`config.mk`:
```
export PLATFORM = sky130hd
export DESIGN_NAME = drum_step_sequencer_core
export DESIGN_NICKNAME = d
export VERILOG_FILES = /design/src/rtl/dss_pkg.sv /design/src/rtl/dss_pattern_ram.sv /design/src/rtl/drum_step_sequencer_core.sv
export SDC_FILE = /design/constraint.sdc
export NUM_CORES = 1
export LEC_CHECK = 0
export BUFFER_PORTS_ARGS = -buffer_cell sky130_fd_sc_hd__buf_2
export CORE_ASPECT_RATIO = 0.75
export CORE_UTILIZATION = 30
export CTS_BUF_LIST = sky130_fd_sc_hd__clkbuf_4
export DETAILED_ROUTE_END_ITERATION = 16
export GPL_TIMING_DRIVEN = 0
export PLACE_DENSITY = 0.47
export SKIP_LAST_GASP = 1
export SYNTH_ARGS = -nofsm -noshare
export SYNTH_HDL_FRONTEND = slang
export SYNTH_SLANG_ARGS = --single-unit
```
`constraint.sdc`:
```
create_clock -name i_clk -period 5.5 [get_ports i_clk]
set_input_delay 1.65 -clock i_clk [delete_from_list [all_inputs] [get_ports i_clk]]
set_output_delay 1.65 -clock i_clk [all_outputs]
set_load 0.02 [all_outputs]
```
`src/rtl/dss_pkg.sv`:
```
// ----------------------------------------------------------------------------
// Drum step sequencer package
// Shared defaults, widths, register indexes, action codes and control state type.
// ----------------------------------------------------------------------------
package dss_pkg;

    localparam int DEFAULT_INSTRUMENTS = 8;
    localparam int DEFAULT_STEPS       = 16;

    localparam int SPACING_W = 24;
    localparam int BUDGET_W  = 16;
    localparam int STEP_W    = 6;
    localparam int COLUMN_W  = 8;
    localparam int INSTR_W   = 4;

    // configuration register indexes
    localparam logic REG_LONG_STEP  = 1'b0;
    localparam logic REG_SHORT_STEP = 1'b1;

    // input action codes
    localparam logic ACT_TOGGLE  = 1'b0;
    localparam logic ACT_ADVANCE = 1'b1;

    typedef enum logic {
        ST_IDLE,
        ST_EXEC
    } t_state;

endpackage

```
`src/rtl/dss_pattern_ram.sv`:
```
// ----------------------------------------------------------------------------
// Pattern memory
// One column of trigger bits per step, two registered read ports and one
// write port. Per-entry valid bits make unwritten entries read as zero.
// ----------------------------------------------------------------------------
module dss_pattern_ram import dss_pkg::*; #(
    parameter int DEPTH = DEFAULT_STEPS,
    parameter int WIDTH = DEFAULT_INSTRUMENTS
) (
    input  logic                     i_clk,
    input  logic                     i_rst_n,
    input  logic                     i_rd_en,
    input  logic [$clog2(DEPTH)-1:0] i_rd_addr_a,
    input  logic [$clog2(DEPTH)-1:0] i_rd_addr_b,
    output logic [WIDTH-1:0]         o_rd_data_a,
    output logic [WIDTH-1:0]         o_rd_data_b,
    input  logic                     i_wr_en,
    input  logic [$clog2(DEPTH)-1:0] i_wr_addr,
    input  logic [WIDTH-1:0]         i_wr_data
);

    logic [WIDTH-1:0] mem [DEPTH];
    logic [DEPTH-1:0] r_vld;
    logic [WIDTH-1:0] r_data_a;
    logic [WIDTH-1:0] r_data_b;
    logic             r_vld_a;
    logic             r_vld_b;

    always_ff @(posedge i_clk) begin
        if (i_wr_en) begin
            mem[i_wr_addr] <= i_wr_data;
        end
        if (i_rd_en) begin
            r_data_a <= mem[i_rd_addr_a];
            r_data_b <= mem[i_rd_addr_b];
        end
    end

    always_ff @(posedge i_clk) begin
        if (!i_rst_n) begin
            r_vld   <= '0;
            r_vld_a <= 1'b0;
            r_vld_b <= 1'b0;
        end else begin
            if (i_wr_en) begin
                r_vld[i_wr_addr] <= 1'b1;
            end
            if (i_rd_en) begin
                r_vld_a <= r_vld[i_rd_addr_a];
                r_vld_b <= r_vld[i_rd_addr_b];
            end
        end
    end

    // an entry never written since reset reads as an empty column
    assign o_rd_data_a = r_vld_a ? r_data_a : '0;
    assign o_rd_data_b = r_vld_b ? r_data_b : '0;

endmodule

```
`src/rtl/drum_step_sequencer_core.sv`:
```
// ----------------------------------------------------------------------------
// Drum step sequencer core
// Timing: start is taken into the EXEC state, and the result strobe is
// registered from EXEC. Throughput is set by the pattern memory read
// followed by its write-back; a new start may be taken in the strobe cycle.
// Reset (synchronous, active low) clears step, countdown, spacing registers
// and the pattern valid bits at once; no clearing pass is needed.
// ----------------------------------------------------------------------------
module drum_step_sequencer_core import dss_pkg::*; #(
    parameter int INSTRUMENTS = DEFAULT_INSTRUMENTS,
    parameter int STEPS       = DEFAULT_STEPS
) (
    input  logic                 i_clk,
    input  logic                 i_rst_n,
    input  logic                 i_cfg_we,
    input  logic                 i_cfg_idx,
    input  logic [SPACING_W-1:0] i_cfg_data,
    input  logic                 start,
    output logic                 busy,
    input  logic                 i_action,
    input  logic [INSTR_W-1:0]   i_instrument,
    input  logic [STEP_W-1:0]    i_step_index,
    input  logic [BUDGET_W-1:0]  i_sample_budget,
    output logic                 o_result_strobe,
    output logic [BUDGET_W-1:0]  o_samples_to_generate,
    output logic                 o_step_advanced,
    output logic [STEP_W-1:0]    o_playback_step,
    output logic [COLUMN_W-1:0]  o_step_column
);

    localparam int SW = $clog2(STEPS);
    localparam int CW = (INSTRUMENTS > COLUMN_W) ? INSTRUMENTS : COLUMN_W;

    t_state r_state, n_state;
    logic   w_accept;
    logic   w_exec;

    logic [SPACING_W-1:0] r_long, r_short;
    logic [SPACING_W-1:0] r_count, n_count;
    logic [SW-1:0]        r_step, n_step;
    logic [SW-1:0]        w_step_inc;
    logic                 w_count_ge;
    logic                 w_adv;
    logic [BUDGET_W-1:0]  r_gen, n_gen;
    logic                 r_adv;

    logic                   w_tgl_en;
    logic [INSTRUMENTS-1:0] w_bit_oh, w_partner_oh;
    logic                   r_tgl_en;
    logic [SW-1:0]          r_tgl_step;
    logic [INSTRUMENTS-1:0] r_bit_oh, r_partner_oh;

    logic [INSTRUMENTS-1:0] w_rd_a, w_rd_b;
    logic [INSTRUMENTS-1:0] w_new_col, w_col_out;
    logic [CW-1:0]          w_col_ext;

    logic                 r_strobe;
    logic [BUDGET_W-1:0]  r_out_gen;
    logic                 r_out_adv;
    logic [STEP_W-1:0]    r_out_step;
    logic [COLUMN_W-1:0]  r_out_col;

    // ---- control ----
    always_comb begin
        n_state = r_state;
        case (r_state)
            ST_IDLE: if (start) n_state = ST_EXEC;
            ST_EXEC: n_state = ST_IDLE;
            default: n_state = ST_IDLE;
        endcase
    end

    always_comb begin
        w_exec = 1'b0;
        case (r_state)
            ST_IDLE: w_exec = 1'b0;
            ST_EXEC: w_exec = 1'b1;
            default: w_exec = 1'b0;
        endcase
    end

    assign busy     = w_exec || !i_rst_n;
    assign w_accept = start && (r_state == ST_IDLE);

    // ---- advance: spend the budget against the countdown ----
    assign w_count_ge = r_count >= SPACING_W'(i_sample_budget);
    assign w_adv      = (i_action == ACT_ADVANCE) && !w_count_ge;
    assign w_step_inc = (r_step == SW'(STEPS - 1)) ? '0 : r_step + 1'b1;

    always_comb begin
        n_step  = r_step;
        n_count = r_count;
        n_gen   = '0;
        if (i_action == ACT_ADVANCE) begin
            if (w_count_ge) begin
                n_count = r_count - SPACING_W'(i_sample_budget);
                n_gen   = i_sample_budget;
            end else begin
                // countdown is below a 16-bit budget here, so it fits
                n_gen   = r_count[BUDGET_W-1:0];
                n_step  = w_step_inc;
                n_count = w_step_inc[0] ? r_short : r_long;
            end
        end
    end

    // ---- toggle decode ----
    assign w_tgl_en = (i_action == ACT_TOGGLE)
                   && (32'(i_instrument) < INSTRUMENTS)
                   && (32'(i_step_index) < STEPS);

    always_comb begin
        for (int k = 0; k < INSTRUMENTS; k++) begin
            w_bit_oh[k]     = (32'(i_instrument) == k);
            // 2 pairs with 3, 4 pairs with 5
            w_partner_oh[k] = (i_instrument inside {[4'd2:4'd5]})
                           && (32'(i_instrument ^ 4'd1) == k);
        end
    end

    always_ff @(posedge i_clk) begin
        if (!i_rst_n) begin
            r_state <= ST_IDLE;
            r_long  <= '0;
            r_short <= '0;
            r_step  <= '0;
            r_count <= '0;
            r_strobe <= 1'b0;
        end else begin
            r_state  <= n_state;
            r_strobe <= w_exec;
            if (i_cfg_we) begin
                case (i_cfg_idx)
                    REG_LONG_STEP:  r_long  <= i_cfg_data;
                    REG_SHORT_STEP: r_short <= i_cfg_data;
                    default: ;
                endcase
            end
            if (w_accept) begin
                r_step  <= n_step;
                r_count <= n_count;
            end
        end
    end

    always_ff @(posedge i_clk) begin
        if (w_accept) begin
            r_gen        <= n_gen;
            r_adv        <= w_adv;
            r_tgl_en     <= w_tgl_en;
            r_tgl_step   <= i_step_index[SW-1:0];
            r_bit_oh     <= w_bit_oh;
            r_partner_oh <= w_partner_oh;
        end
        if (w_exec) begin
            r_out_gen  <= r_gen;
            r_out_adv  <= r_adv;
            r_out_step <= STEP_W'(r_step);
            r_out_col  <= w_col_ext[COLUMN_W-1:0];
        end
    end

    // ---- pattern memory: read on transfer, modify and write back in EXEC ----
    dss_pattern_ram #(
        .DEPTH (STEPS),
        .WIDTH (INSTRUMENTS)
    ) u_ram (
        .i_clk       (i_clk),
        .i_rst_n     (i_rst_n),
        .i_rd_en     (w_accept),
        .i_rd_addr_a (i_step_index[SW-1:0]),
        .i_rd_addr_b (n_step),
        .o_rd_data_a (w_rd_a),
        .o_rd_data_b (w_rd_b),
        .i_wr_en     (w_exec && r_tgl_en),
        .i_wr_addr   (r_tgl_step),
        .i_wr_data   (w_new_col)
    );

    // set drops the partner, clear leaves it
    assign w_new_col = ((w_rd_a & r_bit_oh) != '0) ? (w_rd_a & ~r_bit_oh)
                                                   : ((w_rd_a | r_bit_oh) & ~r_partner_oh);

    // forward the fresh column when the toggle hits the playback step
    assign w_col_out = (r_tgl_en && (r_tgl_step == r_step)) ? w_new_col : w_rd_b;
    assign w_col_ext = CW'(w_col_out);

    assign o_result_strobe       = r_strobe;
    assign o_samples_to_generate = r_out_gen;
    assign o_step_advanced       = r_out_adv;
    assign o_playback_step       = r_out_step;
    assign o_step_column         = r_out_col;

endmodule

```
==> results.py, run 1 <==
metrics = {
    "floorplanning": {
        "ios": 89,
        "die_w_um": 254,
        "start_util_pct": 30.7,
        "die_area_um2": 48500,
        "rows": 68,
        "die_height_um": 191,
        "fp.coreArea_um2": 46500,
    },
    "synthesis": {
        "yosys.area.top_type_share_pct": 44.3,
        "ys.flop_type": "edfxtp_1",
        "synthCells": 1332,
        "synthTopCellsByArea": "edfxtp_1, dfxtp_1, nand2_1",
        "synth_top_cell_by_area": "edfxtp_1",
        "syn_avg_cell_area_um2": 10.7,
        "ys_seq_area_share_pct": 57.8,
        "synth_cell_type_count": 65,
        "ys_warn_count": 0,
        "synthArstFlopShare_pct": 0,
        "ys_ff_latch": 307,
        "synth_area_um2": 14300,
        "synth-edff-count": 211,
    },
    "hold_path": {
        "min_path_type": "reg2reg",
    },
    "clocking": {
        "postCtsSetupBuffers": 0,
        "numCtsBuffers": 84,
        "clock-sinks": 307,
        "h-tree-depth": 3,
        "clk_pin_slew_ns": 0.07,
        "postCtsHoldBufs": 0,
        "cts.path.max_buffers": 3,
        "cts_tree": "built",
        "clk_latency_ns": 0.82,
        "root_buffer": "clkbuf_4",
        "cts_resized": 0,
    },
    "sta": {
        "fin_crit_sh_pct": 94.9,
        "fin_ws_ns": 0.279,
        "whs_ns": 0.419,
        "fin_crit_ns": 5.22,
        "worst_pin_slew_ns": 1.44,
        "rsz0062_at_grt": "no",
        "max_slew_margin_pct": 3.31,
        "finalSetupTns_ns": 0,
        "setup_viol": 0,
        "hold_violations": 0,
        "skew_ns": 0.0768,
        "timing.fmax_mhz": 192,
        "drv_slew": 0,
    },
    "placement": {
        "io_buffers": 85,
        "dpl.cell_count": 2059,
        "place.gp.congestion": 0.882,
        "dp_hpwl_um": 32600,
        "dp_slack_ns": -0.791,
    },
    "grt": {
        "grt_pass1_vias": 10700,
        "use_met1_pct": 27.6,
        "grt.overflow.total": 0,
        "grt_use_met3_pct": 6.78,
        "use_met2_pct": 26.8,
        "busiest_layer": "met1",
        "antenna_found_initial": 4,
        "track_usage_pct": 19.2,
        "grt_start_max_net_pins": 44,
        "grt_pass1_wl_um": 68000,
    },
    "finish": {
        "nFillCells": 4763,
        "nets": 1590,
        "drive_above_1_share_pct": 19.7,
        "syn_to_final_growth_pct": 17.5,
        "final_cells": 2209,
    },
    "power": {
        "p_switching_mw": 2.41,
        "intPower_mw": 4.39,
        "powerDensity_nw_per_um2": 405,
        "p_leak_nw": 6.05,
        "switching_share_pct": 35.4,
        "total_power_mw": 6.80,
        "power_frac_comb_pct": 28.8,
        "peakVddDrop_uv": 152,
        "pwr-share-clk_pct": 31.4,
        "p_seq_share_pct": 39.8,
    },
    "drt": {
        "num_vias": 11200,
        "wirelength_um": 46000,
        "drc": 0,
        "ant_nets": 0,
        "via_per_inst": 5.06,
        "first_iter_violations": 1114,
        "post_drt_wl_per_cell_um": 20.8,
        "dr.pass1.iters": 5,
    },
    "critical_path": {
        "end_kind": "register",
        "crit_chain": "buf_2 -> inv_1 -> ha_1 -> clkbuf_1 -> nand4_1 -> nor4_1 -> nor4_4 -> and3_1 -> buf_4 -> nand2_4 -> inv_6 -> o21ai_2 -> clkbuf_1 -> nand2_1 -> nand3_1 -> a21oi_1 -> nor4_1",
        "worstPathRequired_ns": 6.05,
        "startpoint_type": "primary input",
        "crit_path_top_delay_cell": "clkbuf_1",
        "worst-setup-path-type": "in2reg",
        "slowest_delay_ns": 0.70,
        "cp_max_fo": 10,
        "crit_buf_inv": 6,
        "cp_top_family": "simple AND/OR/NAND/NOR gates",
        "cp_data_arrival_time_ns": 5.77,
    },
    "flow_run": {
        "cap_violations": 0,
    },
    "run_status": {
        "status": "complete, no violations",
    },
}
logic make-up after synthesis:
kind of cell / share of synthesized area (%)
buffers and inverters: 3.27
muxes: 8.86
xor gates and xnor gates: 0.797
DFF: 57.8
and+or+nand+nor: 17.5
adders and majority gates: 1.63
other: 0.0262
AOI/OAI and AO/OA: 10.1
metrics by stage:
step / utilization (%) / cell area (um^2)
after floorplan: - / 14300
after global placement: 33.4 / 15500
after detailed placement: 33.7 / 15700
after CTS: 36.0 / 16700
after global routing: 36.1 / 16800
final: 36.1 / 16800
Yosys cell counts (all sizes together) (3+ instances only):
| library cell | number |
|---|---|
| nand2b | 14 |
| o21a | 3 |
| a21boi | 19 |
| a21o | 4 |
| nand4 | 11 |
| nor4 | 11 |
| o31ai | 3 |
| nor2 | 87 |
| xor2 | 7 |
| xnor2 | 6 |
| mux4 | 45 |
| or3 | 10 |
| ha | 17 |
| dfxtp | 96 |
| o21ai | 28 |
| a221o | 8 |
| o211ai | 3 |
| clkbuf | 61 |
| a22oi | 5 |
| nand3 | 50 |
| and2 | 7 |
| edfxtp | 211 |
| a31oi | 6 |
| nand2 | 343 |
| mux2i | 23 |
| a21oi | 120 |
| nor2b | 3 |
| a311oi | 13 |
| and3 | 10 |
| a211oi | 11 |
| inv | 22 |
| buf | 24 |
| nor3 | 26 |
path summary, 6_finish.rpt:
kind,startpoint,end,slack [ns],depth (start not counted)
worst max-delay path,i_sample_budget[13],u_ram.r_data_b[7]$_DFFE_PP_,0.28,17
worst min register to register,r_gen[2]$_SDFFCE_PN0P_,o_samples_to_generate[2]$_DFFE_PP_,0.42,0
worst min-delay path,r_gen[2]$_SDFFCE_PN0P_,o_samples_to_generate[2]$_DFFE_PP_,0.42,0
worst max register to register,r_count[13]$_SDFFE_PN0P_,u_ram.r_data_b[7]$_DFFE_PP_,0.91,15
flip-flops by register name (all words and copies together), names as in the netlist, 4 cells and up:
name	flops
r_step	4
r_partner_oh	8
u_ram.r_data_a	8
r_count	24
r_tgl_step	4
r_short	24
u_ram.r_vld	16
r_long	24
u_ram.mem	128
u_ram.r_data_b	8
o_step_column	8
o_samples_to_generate	16
r_gen	16
o_playback_step	4
r_bit_oh	8
placed cells by master (no fill, tap or decap), drive strengths merged, types with 28 or more instances in the layout:
master  count
nand2     343
a21oi     120
o21ai      28
buf       117
nand3      50
nor2       87
clkbuf    181
mux4       45
dfxtp      96
edfxtp    211
worst reg2reg max path, cell delays in order (launching register included):
cell and delay (ns):
dfxtp_1 0.34, ha_1 0.27, clkbuf_1 0.26, nand4_1 0.20, nor4_1 0.64, nor4_4 0.10, and3_1 0.17, buf_4 0.17
nand2_4 0.10, inv_6 0.05, o21ai_2 0.62, clkbuf_1 0.71, nand2_1 0.12, nand3_1 0.11, a21oi_1 0.07, nor4_1 0.40
power by group through the flow:
| stage | clock (mW) | combinational, mW | sequential (mW) |
|---|---|---|---|
| floorplan | 0 | 1.23 | 2.75 |
| global placement | 0 | 1.91 | 2.76 |
| detailed placement | 0 | 1.93 | 2.76 |
| CTS | 2.20 | 1.94 | 2.71 |
| global route | 2.31 | 2.13 | 2.72 |
| finish | 2.13 | 1.96 | 2.71 |
area by class of cell:
| class | count | area, um^2 | share of cell area (%) |
|---|---|---|---|
| antenna | 4 | 10.0 | 0.0596 |
| buffer | 85 | 379 | 2.26 |
| clock buffer | 120 | 901 | 5.36 |
| clock inverter | 25 | 184 | 1.10 |
| inverter | 23 | 91.3 | 0.544 |
| multi-input combinational | 922 | 5640 | 33.6 |
| sequential | 307 | 8260 | 49.2 |
| tap | 630 | 788 | 4.69 |
| timing repair buffer | 93 | 541 | 3.22 |
per-layer routing:
| metal | share of wire (%) | wire length, um | vias up |
|---|---|---|---|
| met5 | 0.028 | 13 | - |
| met3 | 9.4 | 4310 | 71 |
| li1 | - | - | 5238 |
| met1 | 47 | 21800 | 5413 |
| met4 | 1.8 | 824 | 2 |
| met2 | 42 | 19100 | 448 |
(Power assumes the default switching activity.)
==> inputs of run 2 (changes only) <==
- ABC_CLOCK_PERIOD_IN_PS: default -> 5500
- SETUP_SLACK_MARGIN: default -> 0.3
==> run 2 against run 1 <==
Critical path depth down 1. Register-to-register slack better by 0.20 ns. First-iteration DRC count grew 0.72%. Cell count is the same. Worst setup slack better by 0.20 ns. Clock skew increased by 0.00080 ns. Via count is essentially flat. Critical path type unchanged. Largest cell class unchanged. Largest power group unchanged. Highest routed layer unchanged.
==> results.py, run 2 (synthesized netlist as in run 1, its figures left out) <==
metrics = {
    "run_status": {
        "status": "complete, no violations",
    },
    "critical_path": {
        "worst-setup-path-type": "in2reg",
        "rr_worst_depth": 14,
        "cp_max_fo": 10,
        "cp_data_arrival_time_ns": 5.56,
        "end_kind": "register",
        "startpoint_type": "primary input",
        "worstPathRequired_ns": 6.04,
        "timing.rr.start": "r_count[13]$_SDFFE_PN0P_",
        "crit_start": "i_sample_budget[13]",
    },
    "finish": {
        "final_cell_mix": "nand2_1, edfxtp_1, clkbuf_4",
        "fin_util_pct": 36.1,
        "final_common_cell": "nand2_1",
        "syn_to_final_growth_pct": 17.6,
        "finalInstanceArea_um2": 16800,
        "largest_register_ff_count": 128,
        "nets": 1590,
        "max_flop_register": "u_ram.mem",
        "drive_above_1_share_pct": 19.8,
    },
    "power": {
        "pwr-share-clk_pct": 31.3,
        "peakVddDrop_uv": 152,
        "p_leak_nw": 6.06,
        "switching_share_pct": 35.5,
        "power_frac_comb_pct": 28.9,
        "p_seq_share_pct": 39.8,
        "powerDensity_nw_per_um2": 405,
        "intPower_mw": 4.39,
        "total_power_mw": 6.81,
        "p_switching_mw": 2.42,
    },
    "grt": {
        "antenna_found_initial": 4,
        "grt_pass1_vias": 10700,
        "grt_start_max_net_pins": 44,
        "grt.overflow.total": 0,
        "track_usage_pct": 19.2,
        "grt_pass1_wl_um": 68000,
    },
    "sta": {
        "hold_violations": 0,
        "fin_crit_ns": 5.02,
        "fin_crit_sh_pct": 91.2,
        "whs_ns": 0.419,
        "timing.fmax_mhz": 199,
        "worst_pin_slew_ns": 1.44,
        "rsz0062_at_grt": "no",
        "skew_ns": 0.0776,
        "setup_viol": 0,
        "drv_slew": 0,
        "max_slew_margin_pct": 3.33,
        "fin_ws_ns": 0.481,
    },
    "placement": {
        "place.gp.congestion": 0.882,
        "dp_hpwl_um": 32600,
        "place_area_um2": 15700,
        "io_buffers": 85,
        "dp_slack_ns": -0.791,
    },
    "clocking": {
        "root_buffer": "clkbuf_4",
        "clock-sinks": 307,
        "h-tree-depth": 3,
        "cts.path.max_buffers": 3,
        "numCtsBuffers": 84,
        "cts_tree": "built",
        "clk_latency_ns": 0.82,
        "postCtsSetupBuffers": 0,
        "clk_pin_slew_ns": 0.07,
    },
    "drt": {
        "wirelength_um": 46000,
        "first_iter_violations": 1122,
        "via_per_inst": 5.06,
        "dr.pass1.iters": 5,
        "post_drt_wl_per_cell_um": 20.8,
        "num_vias": 11200,
        "drc": 0,
        "ant_nets": 0,
    },
    "hold_path": {
        "worstHoldStart": "r_gen[2]$_SDFFCE_PN0P_",
        "hold_path_depth": 0,
        "min_path_type": "reg2reg",
    },
    "flow_run": {
        "cap_violations": 0,
    },
    "floorplanning": {
        "fp.coreArea_um2": 46500,
        "ios": 89,
        "die_w_um": 254,
        "start_util_pct": 30.7,
        "die_area_um2": 48500,
        "die_height_um": 191,
        "rows": 68,
    },
}
==> run 2: cell types whose count changed in the layout (fill, tap and decap cells not counted) <==
cell | before | now
o21ai_2 | 2 | 1
clkbuf_1 | 60 | 58
o21ai_4 | 0 | 1
clkbuf_2 | 0 | 2
==> run 2: per-stage QoR <==
stage / instances / setup TNS (ns)
after floorplan: 1337 / 0
after global placement: 2052 / -6.67
after detailed placement: 2059 / -6.05
after CTS: 2204 / 0
after global routing: 2208 / 0
final: 2209 / 0
==> run 2: area by class of cell <==
type / instances / area [um^2]
sequential: 307 / 8260
tap: 630 / 788
fill: 4762 / 29700
buffer: 85 / 382
multi-input combinational: 922 / 5650
clock buffer: 120 / 901
antenna: 4 / 10.0
timing repair buffer: 93 / 541
clock inverter: 25 / 184
inverter: 23 / 91.3
==> run 2: per-layer routing <==
layer | track usage, % | vias up | share of wire [%] | wire length (um)
li1 | - | 5242 | - | -
met1 | 27.6 | 5429 | 48 | 21900
met2 | 26.8 | 433 | 42 | 19200
met3 | 6.78 | 68 | 9.0 | 4160
met4 | 5.42 | 2 | 1.7 | 789
met5 | 0 | - | 0.028 | 13
==> run 2: power groups by stage <==
stage / Clock [mW] / Sequential [mW] / Combinational [mW]
2_1_floorplan: 0 / 2.75 / 1.23
6_report: 2.13 / 2.71 / 1.97
3_3_place_gp: 0 / 2.76 / 1.91
5_1_grt: 2.31 / 2.72 / 2.13
3_5_place_dp: 0 / 2.76 / 1.93
4_1_cts: 2.20 / 2.71 / 1.94
==> run 2: what timing repair did <==
| item | CTS | global route |
|---|---|---|
| endpoints found under the hold margin | 0 | 0 |
| setup endpoints to repair | 8 | 6 |
| hold buffers | 0 | 0 |
| pin swaps | 0 | 0 |
| gates resized for setup | 1 | 5 |
==> run 2: worst max-delay path, cell delays in order <==
cell      delay, ns
buf_2          0.09
inv_1          0.05
ha_1           0.26
clkbuf_1       0.26
nand4_1        0.20
nor4_1         0.64
nor4_4         0.10
and3_1         0.17
buf_4          0.17
nand2_4        0.10
inv_6          0.06
o31ai_1        0.35
clkbuf_1       0.60
a221o_1        0.34
a311oi_1       0.08
or3_1          0.42
==> run 2: worst paths after layout <==
check                                  endpoint  slack [ns]
min reg2reg  o_samples_to_generate[2]$_DFFE_PP_        0.42
max reg2reg         u_ram.r_data_b[5]$_DFFE_PP_        1.11
max                 u_ram.r_data_b[5]$_DFFE_PP_        0.48
min          o_samples_to_generate[2]$_DFFE_PP_        0.42
